$ cat config.mk
export PLATFORM = sky130hd
export DESIGN_NAME = lobm_scan
export DESIGN_NICKNAME = d
export VERILOG_FILES = /design/src/lobm_pkg.sv /design/src/lobm_scan.sv
export SDC_FILE = /design/constraint.sdc
export NUM_CORES = 1
export LEC_CHECK = 0
export BUFFER_PORTS_ARGS = -buffer_cell sky130_fd_sc_hd__clkbuf_2
export CAP_MARGIN = 10
export CORE_MARGIN = 2
export CORE_UTILIZATION = 43
export CTS_CLUSTER_SIZE = 25
export DETAILED_ROUTE_END_ITERATION = 8
export PLACE_DENSITY = 0.77
export RECOVER_POWER = 100
export SYNTH_ARGS = -nofsm -noshare
export SYNTH_HDL_FRONTEND = slang
export SYNTH_SLANG_ARGS = --single-unit
$ cat constraint.sdc
create_clock -name clk -period 9.6 [get_ports clk]
set_input_delay 1.92 -clock clk [delete_from_list [all_inputs] [get_ports clk]]
set_output_delay 1.92 -clock clk [all_outputs]
set_load 0.005 [all_outputs]
$ cat src/lobm_pkg.sv
// ----------------------------------------------------------------------------
// Order book matcher package
// Shared widths, slot and result records, codes and sequencer states.
// ----------------------------------------------------------------------------
package lobm_pkg;

  localparam int ORDER_SLOTS = 64;
  localparam int SLOT_BITS   = $clog2(ORDER_SLOTS);
  localparam int ID_BITS     = 31;
  localparam int PRICE_BITS  = 16;
  localparam int QTY_BITS    = 24;
  localparam int ARR_BITS    = 32;
  localparam int TOT_BITS    = 32;
  localparam int BEST_BITS   = PRICE_BITS + 1;
  localparam int MAX_RESULTS = 64;
  localparam int RES_BITS    = $clog2(MAX_RESULTS);
  localparam int CNT_BITS    = RES_BITS + 1;

  typedef enum logic [1:0] {
    CMD_LIMIT  = 2'd0,
    CMD_MARKET = 2'd1,
    CMD_CANCEL = 2'd2,
    CMD_AMEND  = 2'd3
  } cmd_t;

  typedef enum logic [2:0] {
    STAT_FILL      = 3'd0,
    STAT_FULL      = 3'd1,
    STAT_RESTED    = 3'd2,
    STAT_REMAINDER = 3'd3,
    STAT_CANCELLED = 3'd4,
    STAT_NOT_FOUND = 3'd5,
    STAT_NO_LIQ    = 3'd6,
    STAT_BOOK_FULL = 3'd7
  } status_t;

  typedef enum logic [1:0] {
    SK_BEST = 2'd0,
    SK_ID   = 2'd1,
    SK_FREE = 2'd2
  } scan_kind_t;

  typedef enum logic [3:0] {
    S_IDLE,
    S_SCAN,
    S_LOOP,
    S_M_CHK,
    S_MKT_CHK,
    S_AFTER,
    S_FREE_CHK,
    S_ID_CHK,
    S_FINISH,
    S_BID,
    S_ASK,
    S_OUT_RD,
    S_OUT_LD,
    S_OUT_WAIT
  } state_t;

  typedef struct packed {
    logic [ID_BITS-1:0]    id;
    logic                  buy;
    logic [PRICE_BITS-1:0] price;
    logic [QTY_BITS-1:0]   qty;
    logic [ARR_BITS-1:0]   arrival;
  } slot_t;

  typedef struct packed {
    logic [ID_BITS-1:0]    rest_id;
    logic [PRICE_BITS-1:0] price;
    logic [QTY_BITS-1:0]   qty;
    logic                  gone;
    logic [QTY_BITS-1:0]   rem;
    logic [TOT_BITS-1:0]   total;
  } res_t;

  typedef struct packed {
    logic               start;
    scan_kind_t         kind;
    logic               side;
    logic [ID_BITS-1:0] id;
  } scan_req_t;

  typedef struct packed {
    logic                 done;
    logic                 found;
    logic [SLOT_BITS-1:0] idx;
    slot_t                entry;
  } scan_rsp_t;

endpackage

$ cat src/lobm_scan.sv
// ----------------------------------------------------------------------------
// Slot scan unit
// Walks all slots once and keeps the best order, the first id hit or the
// first free slot, using one shared compare.
// ----------------------------------------------------------------------------
module lobm_scan (
  input  logic                           clk,
  input  logic                           rst,
  input  lobm_pkg::scan_req_t            req,
  input  logic [lobm_pkg::ORDER_SLOTS-1:0] valid_bits,
  output logic [lobm_pkg::SLOT_BITS-1:0] mem_raddr,
  input  lobm_pkg::slot_t                mem_rdata,
  output lobm_pkg::scan_rsp_t            rsp
);
  import lobm_pkg::*;

  logic                 busy;
  logic [SLOT_BITS:0]   cnt;
  logic                 pend;
  logic [SLOT_BITS-1:0] pidx;
  logic                 pvld;
  scan_kind_t           kind;
  logic                 side;
  logic [ID_BITS-1:0]   id;
  logic                 found;
  logic [SLOT_BITS-1:0] idx;
  slot_t                entry;
  logic                 issue;
  logic                 cand;
  logic                 better;
  logic [ARR_BITS-1:0]  arr_diff;
  logic                 take;

  assign issue     = busy && !cnt[SLOT_BITS];
  assign mem_raddr = cnt[SLOT_BITS-1:0];
  assign arr_diff  = mem_rdata.arrival - entry.arrival;

  always_comb begin
    case (kind)
      SK_BEST: cand = pvld && (mem_rdata.buy == side);
      SK_ID:   cand = pvld && (mem_rdata.id == id);
      SK_FREE: cand = !pvld;
      default: cand = 1'b0;
    endcase
    better = (side ? (mem_rdata.price > entry.price) : (mem_rdata.price < entry.price))
             || ((mem_rdata.price == entry.price) && arr_diff[ARR_BITS-1]);
    take = pend && cand && (!found || ((kind == SK_BEST) && better));
  end

  assign rsp.done  = busy && cnt[SLOT_BITS] && !pend;
  assign rsp.found = found;
  assign rsp.idx   = idx;
  assign rsp.entry = entry;

  always_ff @(posedge clk) begin
    if (rst) begin
      busy  <= 1'b0;
      pend  <= 1'b0;
      found <= 1'b0;
      cnt   <= '0;
    end else if (req.start) begin
      busy  <= 1'b1;
      pend  <= 1'b0;
      found <= 1'b0;
      cnt   <= '0;
      kind  <= req.kind;
      side  <= req.side;
      id    <= req.id;
    end else begin
      pend <= issue;
      if (issue) begin
        pidx <= cnt[SLOT_BITS-1:0];
        pvld <= valid_bits[cnt[SLOT_BITS-1:0]];
        cnt  <= cnt + 1'b1;
      end
      if (take) begin
        found <= 1'b1;
        idx   <= pidx;
        entry <= mem_rdata;
      end
      if (rsp.done) begin
        busy <= 1'b0;
      end
    end
  end

endmodule

Yosys cells after proc, flatten, opt, wreduce, memory -nomap -nowiden
Cells that the tools add are included.
Cells by class
  add/sub/neg operators: 2
  $lt $le $gt $ge: 3
  equality and inequality tests: 5
  muxes and demuxes: 6
  bitwise logic cells: 2
  reduce and logical (&&, ||, !) cells: 21
Operators by type and width (number)
  $sub 32x32->32: 1
  $eq 31x31->1: 1
  $eq 16x16->1: 1
  $gt 16x16->1: 1
  $lt 16x16->1: 1
  $logic_and 1x1->1: 9
  $add 7x1->7 const B: 1
  $lt 6x7->1 const B: 1
  $bmux 1 s6: 1
  $reduce_and 3->1: 2
  $logic_not 1->1: 4
  $mux 1: 4
  $pmux 1 s3: 1
  $eq 2x1->1 const B: 1
  $eq 2x2->1 const B: 1
  $logic_not 2->1: 1
  $logic_or 1x1->1: 2
  $not 1->1: 2
  $reduce_and 2->1: 1
  $reduce_bool 2->1: 1
  $reduce_or 2->1: 1
  $eq 1x1->1: 1
Word-level totals
  register bits: 161
  input bits: 205
  output and inout bits: 118

Longest topological paths before layout
Gate-level depths: netlist of the first run.
  depth in word-level cells: 7
  gate-level depth with buffers: 9
  depth with buffers taken out: 9

Least setup slack after synthesis of the first run
OpenSTA, ideal clock, no wires.
  kind: input to register
  start: input port mem_rdata[67] (netlist name)
  end: register idx[0], enable pin
  setup time: 0.616 ns
  data arrival time: 8.648 ns
  data required time: 8.984 ns
  path slack: 0.336 ns
  cell stages on the path: 8
  buffers on the path: 0
  cells stage by stage: ha_1 > a21oi_1 > o21ai_0 > a221o_1 > nor3_1 > mux2_2 > o211a_1 > a21oi_1
Between the ends
  word-level cells in the longest chain between the ends: 7
  elaborated cells on any way between the ends: 10
  classes of those cells: 2 x order compare; 1 x eq/ne; 1 x mux; 6 x reduce/logical
Ends and longest elaborated chain
  from (decl): RTL line lobm_scan.sv:12  | input lobm_pkg::slot_t mem_rdata,
  $lt 16x16->1 (tied with other cells): RTL line lobm_scan.sv:45  | better = (side ? (mem_rdata.price > entry.price) : (mem_rdata.price < entry.price))
  $mux 1 or $logic_and 1x1->1 (tied branches): RTL line lobm_scan.sv:45, lobm_scan.sv:46
  $logic_or 1x1->1 (*): RTL line lobm_scan.sv:46  | || ((mem_rdata.price == entry.price) && arr_diff[ARR_BITS-1]);
  $logic_and 1x1->1 (*): RTL line lobm_scan.sv:47  | take = pend && cand && (!found || ((kind == SK_BEST) && better));
  $logic_or 1x1->1 (*): RTL line lobm_scan.sv:47
  $logic_and 1x1->1 (*): RTL line lobm_scan.sv:47
  $reduce_and 3->1 (no source line) (*)
  to (signal assigned): RTL line lobm_scan.sv:78  | idx <= pidx;
  to (decl): RTL line lobm_scan.sv:26  | logic [SLOT_BITS-1:0] idx;
Mark *: on every way between the ends. The rest lies on a longest branch, timed or not.
A chain may end at the register's enable or synchronous reset.

Worst setup path after layout of the first run
  start: input port mem_rdata[29] (netlist name)
  end: register entry, in the netlist rsp[91], enable pin
Between the ends
  word-level cells in the longest chain between the ends: 7
Ends and longest elaborated chain
  $sub 32x32->32: RTL line lobm_scan.sv:36  | assign arr_diff = mem_rdata.arrival - entry.arrival;
  $logic_and 1x1->1: RTL line lobm_scan.sv:46
  $logic_or 1x1->1: RTL line lobm_scan.sv:46
  $logic_and 1x1->1: RTL line lobm_scan.sv:47
  $logic_or 1x1->1: RTL line lobm_scan.sv:47
  $logic_and 1x1->1: RTL line lobm_scan.sv:47
  $reduce_and 3->1 (no source line)
  to (signal assigned): RTL line lobm_scan.sv:79  | entry <= mem_rdata;
  to (decl): RTL line lobm_scan.sv:27  | slot_t entry;
No other way between the ends.

==> flow_summary_export.csv, run 1 <==
group,metric,value,unit
status,status,"finished with violations",
status,violations,"capacitance limit, slew limit",
synthesis,ys_seq_area_share,66.7,%
synthesis,synthAdderAreaFrac,8.29,%
sta,worst_pin_slew,2.99,ns
synthesis,synth_area,7090,um2
synthesis,synth_compound_area_share,3.85,%
route,antenna_left,0,
sta,tns,0,ns
sta,rsz0062_at_grt,"no",
global_routing,grt_pass1_vias,4864,
route,avgRoutedWirePerCell,17.2,um
run,cap_violations,1,
placed_design,io_buffers,322,
power_and_ir_drop,combPwrFrac,6.6,%
clock_network,tritoncts,"built",
synthesis,synth_mux_area_share,7.34,%
floorplanning,die_y,132,um
worst_setup_path,crit_slowest_cell,"a21oi_4",
synthesis,syn_nets,699,
synthesis,syn_area_per_cell,15.9,um2
worst_setup_path,r2r-end,"rsp[91]$_DFFE_PP_",
finish,fillCellCount,1351,
worst_setup_path,cp.arrival,5.45,ns
worst_setup_path,rr_startpoint,"rsp[29]$_DFFE_PP_",
clock_network,cts_made_buffers,17,
synthesis,synth_seq_cells,161,
worst_setup_path,cp.required,9.64,ns
synthesis,synth.most_common_cell,"edfxtp_1",
worst_setup_path,crit_path_frequent_cell,"nor3_1",
synthesis,asyncSetResetFlopFracSynth,0,%
synthesis,synth-simple-area-share,5.40,%
synthesis,yosys.area.top_type,"edfxtp_1",
placed_design,post_dp_cell_area,8920,um2
worst_hold_path,min_to,"idx[4]$_DFFE_PP_",
worst_hold_path,hp-class,"flop to flop",
worst_setup_path,crit_chain,"clkbuf_1 > ha_1 > nand4_1 > nor3_1 > a221oi_1 > o211ai_1 > nor3_1 > a21oi_1 > a21oi_4 > buf_4",
worst_setup_path,path_class,"input pin to flop",
synthesis,synth.area.top_cells,"edfxtp_1, ha_1, mux4_2",
floorplanning,fp.coreArea,16000,um2
finish,area_growth,31.2,%
sta,min_period_over_period,56.4,%
clock_network,cts.sinks,161,
global_routing,grt_usage,19.7,%
sta,finalCriticalPeriod,5.42,ns
route,drtIter0Drc,204,
sta,fin_skew,0.0110,ns
clock_network,clock_latency,0.42,ns
power_and_ir_drop,irDropWorstVdd,0.000113,V
sta,setup_viol,0,
worst_setup_path,crit_fanout,76,
worst_hold_path,hold_depth,0,
finish,final_area,9300,um2
floorplanning,dieWidth,132,um
synthesis,synth_ff_type,"edfxtp_1",
synthesis,synth_warnings,0,
finish,drive_gt1_share,28.4,%
power_and_ir_drop,power_density,166,nW/um2
floorplanning,initial_utilization,44.3,%
global_routing,antenna_found_initial,2,
global_routing,grt_max_degree,77,
route,via_count,4904,
power_and_ir_drop,p_int,1.20,mW
global_routing,overflow,0,
synthesis,synthTopCellsByCount,"edfxtp_1, ha_1, inv_1, a21oi_1, xnor2_1",
synthesis,synth_top_family_by_area,"adder cells",
global_routing,grt_pass1_wl,26.1,mm
worst_setup_path,crit_path_max_incr_delay,0.95,ns
route,drc,0,
floorplanning,num_rows,46,
synthesis,yosys.area.top_type_share,63.9,%
worst_setup_path,r2r_cells,10,
route,firstDrtPassIters,4,
clock_network,cts_resized,0,
power_and_ir_drop,power.leakage,3.70,nW
placed_design,place.gp.congestion,0.828,
power_and_ir_drop,swShare,22.1,%
synthesis,syn_inst,447,
sta,max_freq,185,MHz
power_and_ir_drop,pwr-share-seq,51.0,%
worst_setup_path,ff2ff_setup_slack,5.37,ns
floorplanning,io-pin-count,323,
worst_setup_path,cp-end-kind,"flop",
clock_network,cts_htree_levels,4,
power_and_ir_drop,p_switching,0.340,mW
finish,fin_util,58.1,%
floorplanning,dieArea,17500,um2
clock_network,cts_buffer_depth,2,
worst_hold_path,min_from,"pidx[4]$_DFFE_PP_",
synthesis,synth_edf_count,151,
route,vias_per_cell,4.87,
worst_setup_path,start_kind,"input pin",
clock_network,postCtsSetupRepairBufs,0,
clock_network,root_buffer,"clkbuf_16",
sta,maxSlewViolCount,35,
synthesis,netlist-cell-type-count,36,
placed_design,place_hpwl,13.9,mm
route,drt-total-wl,17.4,mm
sta,slew_headroom,-100,%
finish,nNetsFinal,1029,
sta,hold_viol,0,
clock_network,holdBufCountCts,0,
clock_network,clkTransAtPathRegs,0.06,ns
synthesis,synth_xor_area_share,4.57,%
power_and_ir_drop,pwr-share-clk,42.4,%
[worst max-delay path by stage]
stage / start / to / slack (ns) / cells after the start
2_1_floorplan: mem_rdata[67] / idx[0]$_DFFE_PP_ / 0.34 / 8
3_3_place_gp: mem_rdata[67] / rsp[6]$_DFFE_PP_ / 3.71 / 10
3_5_place_dp: mem_rdata[67] / rsp[45]$_DFFE_PP_ / 3.68 / 10
4_1_cts: mem_rdata[29] / rsp[40]$_DFFE_PP_ / 4.14 / 10
5_1_grt: mem_rdata[29] / rsp[41]$_DFFE_PP_ / 3.81 / 10
6_report: mem_rdata[29] / rsp[91]$_DFFE_PP_ / 4.18 / 10
[power by group through the flow]
stage	combinational (mW)	sequential [mW]	clock (mW)
4_1_cts	0.109	0.786	0.668
6_report	0.102	0.786	0.653
2_1_floorplan	0.0480	0.800	0
5_1_grt	0.115	0.787	0.691
3_3_place_gp	0.104	0.800	0
3_5_place_dp	0.108	0.801	0
[placed cells by master (no fill, tap or decap), types with 2 or more instances in the layout]
| master | synthesis | final |
|---|---|---|
| clkbuf_2 | 0 | 177 |
| edfxtp_1 | 151 | 151 |
| clkbuf_1 | 5 | 147 |
| inv_1 | 47 | 47 |
| ha_1 | 47 | 47 |
| a21oi_1 | 23 | 22 |
| xnor2_1 | 22 | 22 |
| nand4_1 | 17 | 17 |
| clkbuf_16 | 0 | 17 |
| xor2_1 | 15 | 15 |
| mux4_2 | 14 | 14 |
| nand2_1 | 14 | 14 |
| nor2_1 | 13 | 13 |
| dfxtp_1 | 10 | 10 |
| mux4_1 | 7 | 7 |
| nand3_1 | 6 | 6 |
| o21ai_0 | 6 | 6 |
| inv_6 | 0 | 6 |
| nor3_1 | 5 | 5 |
| a21o_1 | 5 | 5 |
| nor4_1 | 5 | 5 |
| nand2b_1 | 3 | 3 |
| nor2b_1 | 3 | 3 |
| o211ai_1 | 3 | 3 |
| and4_1 | 2 | 2 |
| or3_1 | 2 | 2 |
| a211oi_1 | 2 | 2 |
| nor3b_1 | 2 | 2 |
| inv_8 | 0 | 2 |
| clkinv_1 | 0 | 2 |
| clkinvlp_4 | 0 | 2 |
[registers in the layout, summed over array words and instances, names as in the netlist]
signal and flops:
cnt 7, id 31, pidx 6, side 1, idx 6, busy 1, pvld 1, found 1
kind 2, pend 1, rsp 104
[critical path, delay by kind of cell]
kind / cells / cell delay (ns)
adder cells (fa/ha/maj): 1 / 0.33
AO/OA/AOI/OAI: 4 / 1.69
buffers and inverters: 2 / 0.98
AND/OR/NAND/NOR: 3 / 0.49
[final cells by class]
type | instances | area (um2) | share of cell area (%)
Sequential cell | 161 | 4730 | 50.9
Multi-Input combinational cell | 225 | 2100 | 22.6
Timing Repair Buffer | 325 | 1450 | 15.5
Clock buffer | 17 | 425 | 4.57
Tap cell | 216 | 270 | 2.91
Inverter | 47 | 176 | 1.90
Clock inverter | 15 | 149 | 1.60
Antenna cell | 1 | 2.50 | 0.0269
[routing by layer]
metal  part of all wire [%]  global-route usage, %
met1                     36                   21.4
met2                     52                   35.5
met3                    8.5                   6.13
met4                    2.9                   8.00
met5                  0.075                      0
[cells by family after synthesis]
family / after synthesis
XOR/XNOR: 37
buffers and inverters: 61
multiplexers: 23
AO/OA/AOI/OAI: 45
adder cells (fa/ha/maj): 47
AND/OR/NAND/NOR: 73
flip-flops: 161
[metrics by stage]
stage               power [mW]  hold WS, ns  cells  setup WS (ns)
floorplan                0.848        0.400    447          0.336
global placement         0.904        0.402    974           3.71
detailed placement       0.909        0.405    974           3.68
CTS                       1.56        0.419   1006           4.14
global route              1.59        0.433   1007           3.81
finish                    1.54        0.419   1007           4.18
Note: power is estimated with default switching activity, not from simulation.
==> inputs of run 2 (changes only) <==
--- a/config.mk
+++ b/config.mk
@@ -5,6 +5,7 @@
 export SDC_FILE = /design/constraint.sdc
 export NUM_CORES = 1
 export LEC_CHECK = 0
+export ABC_AREA = 1
 export BUFFER_PORTS_ARGS = -buffer_cell sky130_fd_sc_hd__clkbuf_2
 export CAP_MARGIN = 10
 export CORE_MARGIN = 2
==> constraint.sdc (replaced) <==
create_clock -name clk -period 4.79 [get_ports clk]
set_input_delay 0.958 -clock clk [delete_from_list [all_inputs] [get_ports clk]]
set_output_delay 0.958 -clock clk [all_outputs]
set_load 0.005 [all_outputs]
==> run 2 against run 1 <==
Effect of this change: the flow now finishes without violations; sequential cell count stayed put; core utilization is 0.76 points lower; final cell count is 17% higher; critical path depth is 5 higher; first-iteration DRC count is 41% higher; via count is 16% higher; critical endpoint is now rsp[92]$_DFFE_PP_; largest power group unchanged; highest routed layer is now met4.
==> flow_summary_export.csv, run 2 <==
group,metric,value,unit
power_and_ir_drop,p_int,2.41,mW
power_and_ir_drop,swShare,23.2,%
clock_network,cts_resized,0,
placed_design,placedCellCount,1142,
worst_setup_path,crit_fanout,38,
global_routing,grt_pass1_wl,28.1,mm
worst_setup_path,cp.arrival,3.55,ns
power_and_ir_drop,pwr-share-seq,50.3,%
synthesis,synth.area.top_cells,"edfxtp_1, ha_1, nand2_1",
synthesis,asyncSetResetFlopFracSynth,0,%
route,drtIter0Drc,288,
synthesis,ys_seq_area_share,65.2,%
placed_design,place_hpwl,14.8,mm
worst_hold_path,hp-class,"flop to flop",
placed_design,post-place-ws,1.34,ns
power_and_ir_drop,power_density,331,nW/um2
sta,worst_pin_slew,1.17,ns
finish,regArea,4730,um2
synthesis,yosys.area.top_type,"edfxtp_1",
placed_design,io_buffers,322,
power_and_ir_drop,p_switching,0.729,mW
synthesis,synth.most_common_cell,"edfxtp_1",
sta,fin_skew,0.0153,ns
finish,area_growth,30.6,%
global_routing,grt_max_degree,39,
worst_setup_path,path_class,"input pin to flop",
clock_network,cts.sinks,161,
route,antenna_left,0,
worst_setup_path,crit_path_frequent_cell,"nand2_1",
global_routing,grt_pass1_vias,5650,
floorplanning,dieArea,17900,um2
synthesis,syn_inst,609,
route,drt-total-wl,18.7,mm
sta,hold_viol,0,
sta,finalCriticalPeriod,3.50,ns
floorplanning,io-pin-count,323,
global_routing,antenna_found_initial,1,
sta,rsz0062_at_grt,"no",
worst_setup_path,path_buf_inv,2,
status,status,"complete, no violations",
clock_network,clkTransAtPathRegs,0.07,ns
synthesis,syn_area_per_cell,11.9,um2
finish,fillCellCount,1469,
clock_network,root_buffer,"clkbuf_16",
finish,multi_input_area,2120,um2
floorplanning,die_y,134,um
synthesis,synth_seq_cells,161,
route,firstDrtPassIters,5,
worst_setup_path,cp_top_family,"buffers and inverters",
sta,setup_viol,0,
finish,fin_util,57.4,%
floorplanning,num_rows,47,
sta,min_period_over_period,73.2,%
power_and_ir_drop,combPwrFrac,6.8,%
route,vias_per_cell,4.84,
finish,layout_common_cells,"clkbuf_2, edfxtp_1, clkbuf_1, nand2_1, inv_1",
worst_setup_path,crit_chain,"clkbuf_1 > ha_1 > nand2_1 > nor2_1 > nand2_1 > nor2_1 > nand2_1 > nand2_1 > nand2_1 > nand3_1 > nand3_1 > nand2_1 > nand2_1 > a21oi_4 > clkbuf_2",
floorplanning,dieWidth,134,um
global_routing,overflow,0,
clock_network,postCtsSetupRepairBufs,0,
clock_network,clock_latency,0.43,ns
worst_setup_path,cp-end-kind,"flop",
worst_setup_path,crit_slowest_cell,"clkbuf_2",
power_and_ir_drop,irDropWorstVdd,0.000255,V
synthesis,synthTopCellsByCount,"edfxtp_1, nand2_1, inv_1, nor2_1, ha_1",
worst_setup_path,start_kind,"input pin",
floorplanning,fp.coreArea,16500,um2
synthesis,synth_area,7260,um2
finish,largest_reg_flops,104,
sta,maxSlewViolCount,0,
clock_network,holdBufCountCts,0,
sta,postLayoutSetupSlackWorst,1.29,ns
clock_network,cts_htree_levels,4,
finish,layoutNonFillerInstCount,1175,
synthesis,synth_edf_count,151,
power_and_ir_drop,pwr-share-clk,42.8,%
run,cap_violations,0,
synthesis,synth_warnings,0,
sta,tns,0,ns
placed_design,place.gp.congestion,0.839,
route,avgRoutedWirePerCell,15.9,um
worst_setup_path,crit_path_max_incr_delay,0.86,ns
finish,drive_gt1_share,22.3,%
clock_network,tritoncts,"built",
route,drc,0,
clock_network,cts_made_buffers,17,
clock_network,cts_buffer_depth,2,
synthesis,netlist-cell-type-count,26,
finish,nNetsFinal,1193,
power_and_ir_drop,power.leakage,4.03,nW
route,via_count,5686,
synthesis,synth_ff_type,"edfxtp_1",
floorplanning,initial_utilization,43.9,%
worst_setup_path,cp.required,4.83,ns
sta,max_freq,285,MHz
global_routing,grt_usage,20.6,%
finish,layout_commonest_cell,"clkbuf_2",
synthesis,yosys.area.top_type_share,62.5,%
synthesis,syn_nets,861,
sta,slew_headroom,21.7,%
-- run 2: cell count changes in the layout (fill, tap and decap cells not counted), moves of 14 or more --
| cell | change |
|---|---|
| nand2_1 | +72 |
| nor2_1 | +51 |
| inv_1 | +33 |
| o21ai_0 | +31 |
| mux4_2 | -14 |
| xnor2_1 | -14 |
-- run 2: layout make-up --
| cell class | count | share of cell area (%) |
|---|---|---|
| well taps | 220 | 2.90 |
| clock buffers | 17 | 4.49 |
| inverters | 81 | 3.21 |
| multi-input cells | 351 | 22.3 |
| repair buffers | 329 | 15.4 |
| flip-flops and latches | 161 | 49.9 |
| clock inverters | 15 | 1.74 |
| diodes | 1 | 0.0264 |
-- run 2: kinds of logic after synthesis --
| kind of cell | after synthesis | share of synthesized area (%) |
|---|---|---|
| adders and majority gates | 47 | 8.10 |
| and+or+nand+nor | 180 | 10.3 |
| DFF | 161 | 65.2 |
| xor gates and xnor gates | 31 | 3.74 |
| buffers and inverters | 97 | 5.57 |
| AOI/OAI and AO/OA | 93 | 7.10 |
-- run 2: path summary, 6_finish.rpt --
kind,cells after the start,slack [ns],end,startpoint
worst max-delay path,15,1.29,rsp[92]$_DFFE_PP_,mem_rdata[14]
worst min register to register,0,0.42,idx[3]$_DFFE_PP_,pidx[3]$_DFFE_PP_
worst min-delay path,0,0.42,idx[3]$_DFFE_PP_,pidx[3]$_DFFE_PP_
worst max register to register,16,1.51,rsp[92]$_DFFE_PP_,rsp[6]$_DFFE_PP_
-- run 2: power groups by stage --
stage	registers, mW	clock network, mW	logic [mW]
3_3_place_gp	1.61	0	0.219
5_1_grt	1.58	1.43	0.244
6_report	1.58	1.34	0.214
2_1_floorplan	1.61	0	0.102
3_5_place_dp	1.61	0	0.226
4_1_cts	1.58	1.38	0.229
-- run 2: metal layers --
metal | up-vias | wire, um | track usage, % | part of all wire, %
li1 | 2783 | - | - | -
met1 | 2621 | 7000 | 23.1 | 37
met2 | 249 | 9740 | 37.2 | 52
met3 | 33 | 1390 | 4.99 | 7.4
met4 | 0 | 551 | 9.22 | 3.0
met5 | - | 0 | 0 | 0
-- run 2: through the flow --
step / power (mW) / area (um2) / hold WS [ns]
final: 3.14 / 9480 / 0.420
after global routing: 3.25 / 9480 / 0.432
after CTS: 3.18 / 9720 / 0.423
after detailed placement: 1.84 / 9130 / 0.406
after global placement: 1.83 / 9130 / 0.401
after floorplan: 1.71 / 7270 / 0.400
